**src/design/ps2sk_pkg.sv**
```systemverilog
`default_nettype none
package ps2sk_pkg;

  localparam logic [7:0] SC_LSHIFT_MAKE  = 8'h2A;
  localparam logic [7:0] SC_RSHIFT_MAKE  = 8'h36;
  localparam logic [7:0] SC_LSHIFT_BREAK = 8'hAA;
  localparam logic [7:0] SC_RSHIFT_BREAK = 8'hB6;
  localparam logic [7:0] SC_CAPS_MAKE    = 8'h3A;
  localparam logic [7:0] SC_PREFIX       = 8'hE0;
  localparam logic [7:0] SC_UP           = 8'h48;
  localparam logic [7:0] SC_DOWN         = 8'h50;
  localparam logic [7:0] SC_LEFT         = 8'h4B;
  localparam logic [7:0] SC_RIGHT        = 8'h4D;

  localparam logic [7:0] ARROW_UP    = 8'h80;
  localparam logic [7:0] ARROW_DOWN  = 8'h81;
  localparam logic [7:0] ARROW_LEFT  = 8'h82;
  localparam logic [7:0] ARROW_RIGHT = 8'h83;

  localparam int unsigned TABLE_LEN = 58;
  localparam int unsigned IDX_W     = $clog2(TABLE_LEN);

  typedef logic [IDX_W-1:0] key_idx_t;

  // Unshifted key map; zero marks a key with no character.
  function automatic logic [7:0] map_plain(input key_idx_t idx);
    logic [7:0] k;
    case (idx)
      6'd1:  k = 8'h1B;
      6'd2:  k = 8'h31;
      6'd3:  k = 8'h32;
      6'd4:  k = 8'h33;
      6'd5:  k = 8'h34;
      6'd6:  k = 8'h35;
      6'd7:  k = 8'h36;
      6'd8:  k = 8'h37;
      6'd9:  k = 8'h38;
      6'd10: k = 8'h39;
      6'd11: k = 8'h30;
      6'd12: k = 8'h2D;
      6'd13: k = 8'h3D;
      6'd14: k = 8'h08;
      6'd15: k = 8'h09;
      6'd16: k = 8'h71;
      6'd17: k = 8'h77;
      6'd18: k = 8'h65;
      6'd19: k = 8'h72;
      6'd20: k = 8'h74;
      6'd21: k = 8'h79;
      6'd22: k = 8'h75;
      6'd23: k = 8'h69;
      6'd24: k = 8'h6F;
      6'd25: k = 8'h70;
      6'd26: k = 8'h5B;
      6'd27: k = 8'h5D;
      6'd28: k = 8'h0A;
      6'd30: k = 8'h61;
      6'd31: k = 8'h73;
      6'd32: k = 8'h64;
      6'd33: k = 8'h66;
      6'd34: k = 8'h67;
      6'd35: k = 8'h68;
      6'd36: k = 8'h6A;
      6'd37: k = 8'h6B;
      6'd38: k = 8'h6C;
      6'd39: k = 8'h3B;
      6'd40: k = 8'h27;
      6'd41: k = 8'h60;
      6'd43: k = 8'h5C;
      6'd44: k = 8'h7A;
      6'd45: k = 8'h78;
      6'd46: k = 8'h63;
      6'd47: k = 8'h76;
      6'd48: k = 8'h62;
      6'd49: k = 8'h6E;
      6'd50: k = 8'h6D;
      6'd51: k = 8'h2C;
      6'd52: k = 8'h2E;
      6'd53: k = 8'h2F;
      6'd55: k = 8'h2A;
      6'd57: k = 8'h20;
      default: k = 8'h00;
    endcase
    return k;
  endfunction

  // Caps lock only raises letters.
  function automatic logic [7:0] map_caps(input key_idx_t idx);
    logic [7:0] k;
    k = map_plain(idx);
    if (k >= 8'h61 && k <= 8'h7A) begin
      k = k - 8'h20;
    end
    return k;
  endfunction

  function automatic logic [7:0] map_shifted(input key_idx_t idx);
    logic [7:0] k;
    case (idx)
      6'd2:  k = 8'h21;
      6'd3:  k = 8'h40;
      6'd4:  k = 8'h23;
      6'd5:  k = 8'h24;
      6'd6:  k = 8'h25;
      6'd7:  k = 8'h5E;
      6'd8:  k = 8'h26;
      6'd9:  k = 8'h2A;
      6'd10: k = 8'h28;
      6'd11: k = 8'h29;
      6'd12: k = 8'h5F;
      6'd13: k = 8'h2B;
      6'd26: k = 8'h7B;
      6'd27: k = 8'h7D;
      6'd39: k = 8'h3A;
      6'd40: k = 8'h22;
      6'd41: k = 8'h7E;
      6'd43: k = 8'h7C;
      6'd51: k = 8'h3C;
      6'd52: k = 8'h3E;
      6'd53: k = 8'h3F;
      default: k = map_caps(idx);
    endcase
    return k;
  endfunction

endpackage
`default_nettype wire

```
**src/design/ps2_scancode_to_key_unit.sv**
```systemverilog
`default_nettype none
// Scancode (set 1) to key code converter.
// Input channel: in_valid / in_ready with one scancode byte per request.
// Output channel: out_valid / out_ready with one key_code per request.
// Each accepted byte either yields one key code or nothing: shift, caps
// lock, the 0xE0 prefix, break codes, unmapped codes and any byte after the
// prefix other than the four arrows produce no output request.
// The output is registered: a byte that yields a key and is accepted at one
// edge shows it on key_code with out_valid high right after that edge.
// Throughput is one byte per cycle while no key is stalled; the lookup and
// the flag updates sit between the input handshake and the output register.
// The output register also serves as the decoupling stage: a new byte is
// taken whenever the register is empty or is being drained in the same
// cycle. While the receiver stalls with a key pending, in_ready is low and
// the pending key holds.
// Reset (rst, synchronous, active high) clears the shift, caps-lock and
// prefix flags and empties the output register.
module ps2_scancode_to_key_unit (
  input  wire logic       clk,
  input  wire logic       rst,
  input  wire logic       in_valid,
  output logic            in_ready,
  input  wire logic [7:0] scancode,
  output logic            out_valid,
  input  wire logic       out_ready,
  output logic [7:0]      key_code
);
  import ps2sk_pkg::*;

  logic       shift_held, shift_held_next;
  logic       caps_on, caps_on_next;
  logic       prefix_pending, prefix_pending_next;
  logic [7:0] key;
  logic       in_fire;
  key_idx_t   idx;

  assign in_ready = !out_valid || out_ready;
  assign in_fire  = in_valid && in_ready;
  assign idx      = scancode[IDX_W-1:0];

  always_comb begin
    shift_held_next     = shift_held;
    caps_on_next        = caps_on;
    prefix_pending_next = 1'b0;
    key                 = 8'h00;
    if (prefix_pending) begin
      unique case (scancode)
        SC_UP:    key = ARROW_UP;
        SC_DOWN:  key = ARROW_DOWN;
        SC_LEFT:  key = ARROW_LEFT;
        SC_RIGHT: key = ARROW_RIGHT;
        default:  key = 8'h00;
      endcase
    end else begin
      unique case (scancode) inside
        SC_LSHIFT_MAKE, SC_RSHIFT_MAKE:   shift_held_next = 1'b1;
        SC_LSHIFT_BREAK, SC_RSHIFT_BREAK: shift_held_next = 1'b0;
        SC_CAPS_MAKE:                     caps_on_next = !caps_on;
        SC_PREFIX:                        prefix_pending_next = 1'b1;
        default: begin
          if (scancode < 8'(TABLE_LEN)) begin
            if (shift_held) begin
              key = map_shifted(idx);
            end else if (caps_on) begin
              key = map_caps(idx);
            end else begin
              key = map_plain(idx);
            end
          end
        end
      endcase
    end
  end

  always_ff @(posedge clk) begin
    if (rst) begin
      shift_held     <= 1'b0;
      caps_on        <= 1'b0;
      prefix_pending <= 1'b0;
      out_valid      <= 1'b0;
    end else if (in_fire) begin
      shift_held     <= shift_held_next;
      caps_on        <= caps_on_next;
      prefix_pending <= prefix_pending_next;
      out_valid      <= (key != 8'h00);
    end else if (out_ready) begin
      out_valid <= 1'b0;
    end
  end

  always_ff @(posedge clk) begin
    if (in_fire) begin
      key_code <= key;
    end
  end

  // A stalled key code must not be overwritten by a new byte.
  assert property (@(posedge clk) disable iff (rst)
    out_valid && !out_ready |=> out_valid && $stable(key_code))
    else $error("pending key code changed while stalled");

  assert property (@(posedge clk) disable iff (rst)
    out_valid |-> key_code != 8'h00)
    else $error("zero key code presented");

  assert property (@(posedge clk) disable iff (rst)
    in_fire && !prefix_pending && scancode == SC_PREFIX |=> prefix_pending && !out_valid)
    else $error("prefix byte not armed");

  assert property (@(posedge clk) disable iff (rst)
    in_fire && prefix_pending |=> !prefix_pending)
    else $error("prefix flag not cleared by following byte");

  assert property (@(posedge clk) disable iff (rst)
    out_valid && key_code[7] |-> key_code == ARROW_UP || key_code == ARROW_DOWN ||
      key_code == ARROW_LEFT || key_code == ARROW_RIGHT)
    else $error("high key code is not an arrow");

endmodule
`default_nettype wire

```
**config.mk**
```make
export PLATFORM = sky130hd
export DESIGN_NAME = ps2_scancode_to_key_unit
export DESIGN_NICKNAME = d
export VERILOG_FILES = /design/src/design/ps2sk_pkg.sv /design/src/design/ps2_scancode_to_key_unit.sv
export SDC_FILE = /design/constraint.sdc
export NUM_CORES = 1
export LEC_CHECK = 0
export ABC_AREA = 1
export BUFFER_PORTS_ARGS = -buffer_cell sky130_fd_sc_hd__buf_2
export CAP_MARGIN = 0
export CORE_ASPECT_RATIO = 1.1
export CORE_UTILIZATION = 53
export DETAILED_ROUTE_END_ITERATION = 10
export PLACE_DENSITY = 0.7
export RECOVER_POWER = 25
export SLEW_MARGIN = 10
export SYNTH_ARGS = -nofsm -noshare
export SYNTH_HDL_FRONTEND = slang
export SYNTH_SLANG_ARGS = --single-unit
```
**constraint.sdc**
```tcl
create_clock -name clk -period 2.2 [get_ports clk]
set_input_delay 0 -clock clk [delete_from_list [all_inputs] [get_ports clk]]
set_output_delay 0 -clock clk [all_outputs]
set_load 0.05 [all_outputs]
```
==> impl_metrics.toml <==
[outcome]
status = "finished clean"

[setup_path]
crit_required_ns = 2.33
start_kind = "input pin"
arrival_ns = 2.07
critPathKind = "in2reg"
path_max_fanout = 11
end_kind = "register"

[logic_synthesis]
syn_area_um2 = 2011
ys_seq_area_frac = 0.1593
synth_cells = 354
ys_seq_elements = 12
yosysWarnings = 0
post_synth_num_cell_types = 34
synthesis.nets = 379
avgSynthCellArea_um2 = 5.680

[detailed_routing]
vias = 2370
drcViolationCount = 0
dr_wl_met2_um = 2799
final_antenna_net_count = 0
drt_pre_antenna_iters = 5
wl_met3_um = 396
routed_wl_um = 5693
vias_per_cell = 5.338
wire_per_inst_um = 12.82
drt-met1-wl_um = 2320
top_layer = "met4"
dr.first_iter.drc_count = 150

[layout]
stdcell_count = 444
drive_gt1_frac = 0.1827
area_growth_pct = 16.55
nNetsFinal = 420
num_antenna_cells = 0

[cts]
cts.sinks = 12
cts.reportedPaths.clkPinSlew_ns = 0.05
cts_made_buffers = 3
cts_tree = "yes"
cts_buffer_depth = 2
cts_root_buf = "clkbuf_8"
insertion_delay_ns = 0.24
htreeDepth = 1
cts_setup_buffers = 0

[timing]
max_freq_ghz = 0.5154
tightest_slew_ns = 0.5928
setup_viol = 0
grt_setup_unrepaired = "no"
hold_viol = 0
period_share = 0.8819
drv_slew = 0
slew_headroom = 0.6065
finClkSkew_ns = 0.001906
period_needed_ns = 1.940
fin_setup_tns_ns = 0

[hold_path]
hp-class = "in2reg"

[floorplan]
placementRows = 23
die_w_um = 60.73
die_area_um2 = 4044
ios = 22
start_util = 0.5545
die_y_um = 66.60
core-area_um2 = 3626

[power_and_ir_drop]
leakage_nw = 1.312
p_per_area_nw_per_um2 = 361.5
irDropWorstVdd_uv = 134.2

[place]
routabilityCongestion = 1.048
place_inst = 439
io_buffers = 21
dp_hpwl_um = 4611

[global_route]
antenna_found_initial = 0
grt_use_total = 0.3034
grt_pass1_wl_um = 9266
grt_pass1_vias = 2133
grt-ovfl-total = 0
grt_start_max_net_pins = 23

[job]
cap_viol_max_count = 0
-- cell usage after synthesis --
| cell type | n | area share |
|---|---|---|
| a21oi_1 | 10 | 0.025 |
| o21ai_0 | 11 | 0.027 |
| or2_0 | 1 | 0.0031 |
| nand3_1 | 47 | 0.12 |
| nand2_2 | 3 | 0.0093 |
| nand3_2 | 1 | 0.0050 |
| a21oi_2 | 1 | 0.0044 |
| and3_1 | 1 | 0.0031 |
| nor2_2 | 5 | 0.016 |
| nor2_1 | 48 | 0.090 |
| buf_6 | 5 | 0.028 |
| and2_1 | 1 | 0.0031 |
| nor3_1 | 7 | 0.017 |
| dfxtp_1 | 4 | 0.040 |
| buf_2 | 4 | 0.010 |
| edfxtp_1 | 8 | 0.12 |
| o21ai_1 | 1 | 0.0025 |
| nand4_1 | 5 | 0.016 |
| o22ai_1 | 2 | 0.0062 |
| buf_4 | 3 | 0.011 |
| inv_1 | 37 | 0.069 |
| o211ai_2 | 1 | 0.0062 |
| o211ai_1 | 6 | 0.022 |
| nor3_2 | 2 | 0.010 |
| ha_1 | 13 | 0.081 |
| a211oi_1 | 1 | 0.0037 |
| o21ai_2 | 1 | 0.0044 |
| a31oi_1 | 1 | 0.0031 |
| nand4_2 | 1 | 0.0062 |
| nand2_1 | 112 | 0.21 |
| inv_2 | 7 | 0.013 |
| nand2_4 | 2 | 0.011 |
| a31o_2 | 1 | 0.0044 |
| a21boi_1 | 1 | 0.0037 |
-- per-layer routing --
layer  track usage  vias to the layer above
met2        0.5192                       94
met3       0.01553                       19
li1              -                     1227
met1        0.3756                     1030
met4        0.1563                        0
met5             0                        -
-- worst max-delay path, stage by stage --
cell and delay, ns:
buf_2 0.14, inv_1 0.13, ha_1 0.29, nand3_1 0.21, nor2_1 0.18, nor2_1 0.06, nand2_1 0.05, nor2_1 0.05
nand3_2 0.10, nand2_2 0.15, inv_1 0.15, nand2_1 0.06, nand3_1 0.10, nand3_1 0.09, nor2_1 0.12, nand2_1 0.07
nand2_1 0.07, a21oi_2 0.05
-- per-stage QoR --
step	util	area (um^2)	total power, mW	setup WS [ns]	hold WS, ns
after global routing	0.6463	2344	0.9060	0.004665	0.04206
after floorplan	-	2011	0.5403	0.3662	0.06244
after detailed placement	0.6308	2287	0.6503	-0.1001	0.2232
after global placement	0.6308	2287	0.6504	-0.02439	0.2171
final	0.6463	2344	0.8471	0.2598	0.03248
after CTS	0.6460	2342	0.8529	0.1534	0.02725
-- layout by cell type (no fill, tap or decap), drive strengths merged, types with 2 or more instances in the layout --
| master | n |
|---|---|
| nand2 | 117 |
| nor2 | 53 |
| nand3 | 48 |
| inv | 44 |
| buf | 40 |
| o21ai | 13 |
| ha | 13 |
| a21oi | 11 |
| clkbuf | 10 |
| nor3 | 9 |
| edfxtp | 8 |
| o211ai | 7 |
| nand4 | 6 |
| dfxtp | 4 |
| o22ai | 2 |
-- cell type report --
type                            count  area [um^2]
Clock buffer                        3        41.29
Clock inverter                      1        3.754
Fill cell                         367         1282
Inverter                           44        165.2
Multi-Input combinational cell    286         1436
Sequential cell                    12        320.3
Tap cell                           50        62.56
Timing Repair Buffer               48        314.1
-- final timing paths --
| check | startpoint | cells after the start | slack [ns] | endpoint |
|---|---|---|---|---|
| worst min register to register | out_valid$_SDFFE_PP0P_ | 2 | 0.52 | out_valid$_SDFFE_PP0P_ |
| worst max-delay path | scancode[0] | 18 | 0.26 | out_valid$_SDFFE_PP0P_ |
| worst max register to register | prefix_pending$_SDFFE_PP0P_ | 9 | 0.68 | out_valid$_SDFFE_PP0P_ |
| worst min-delay path | in_valid | 3 | 0.03 | out_valid$_SDFFE_PP0P_ |
-- flip-flops by register name, indices dropped and copies added, names as in the netlist --
| signal | count |
|---|---|
| key_code | 8 |
| caps_on | 1 |
| out_valid | 1 |
| prefix_pending | 1 |
| shift_held | 1 |
-- what timing repair did --
action,4_1_cts,5_1_grt
hold buffers,1,0
endpoints found under the hold margin,4,0
gates resized for setup,0,4
setup endpoints to repair,0,1
-- power by group --
group / internal, mW / switching, mW
Combinational: 0.126 / 0.265
Clock: 0.122 / 0.0740
Sequential: 0.256 / 0.00321
-- cell families (layout without fill, tap and decap cells) --
kind of cell    Yosys count  after routing  synth area share
simple gates            236            236            0.5152
buf+inv                  56             96            0.1313
compound gates           37             37            0.1133
fa+ha+maj                13             13           0.08090
flops                    12             12            0.1593
Note: power is estimated with default switching activity, not from simulation.
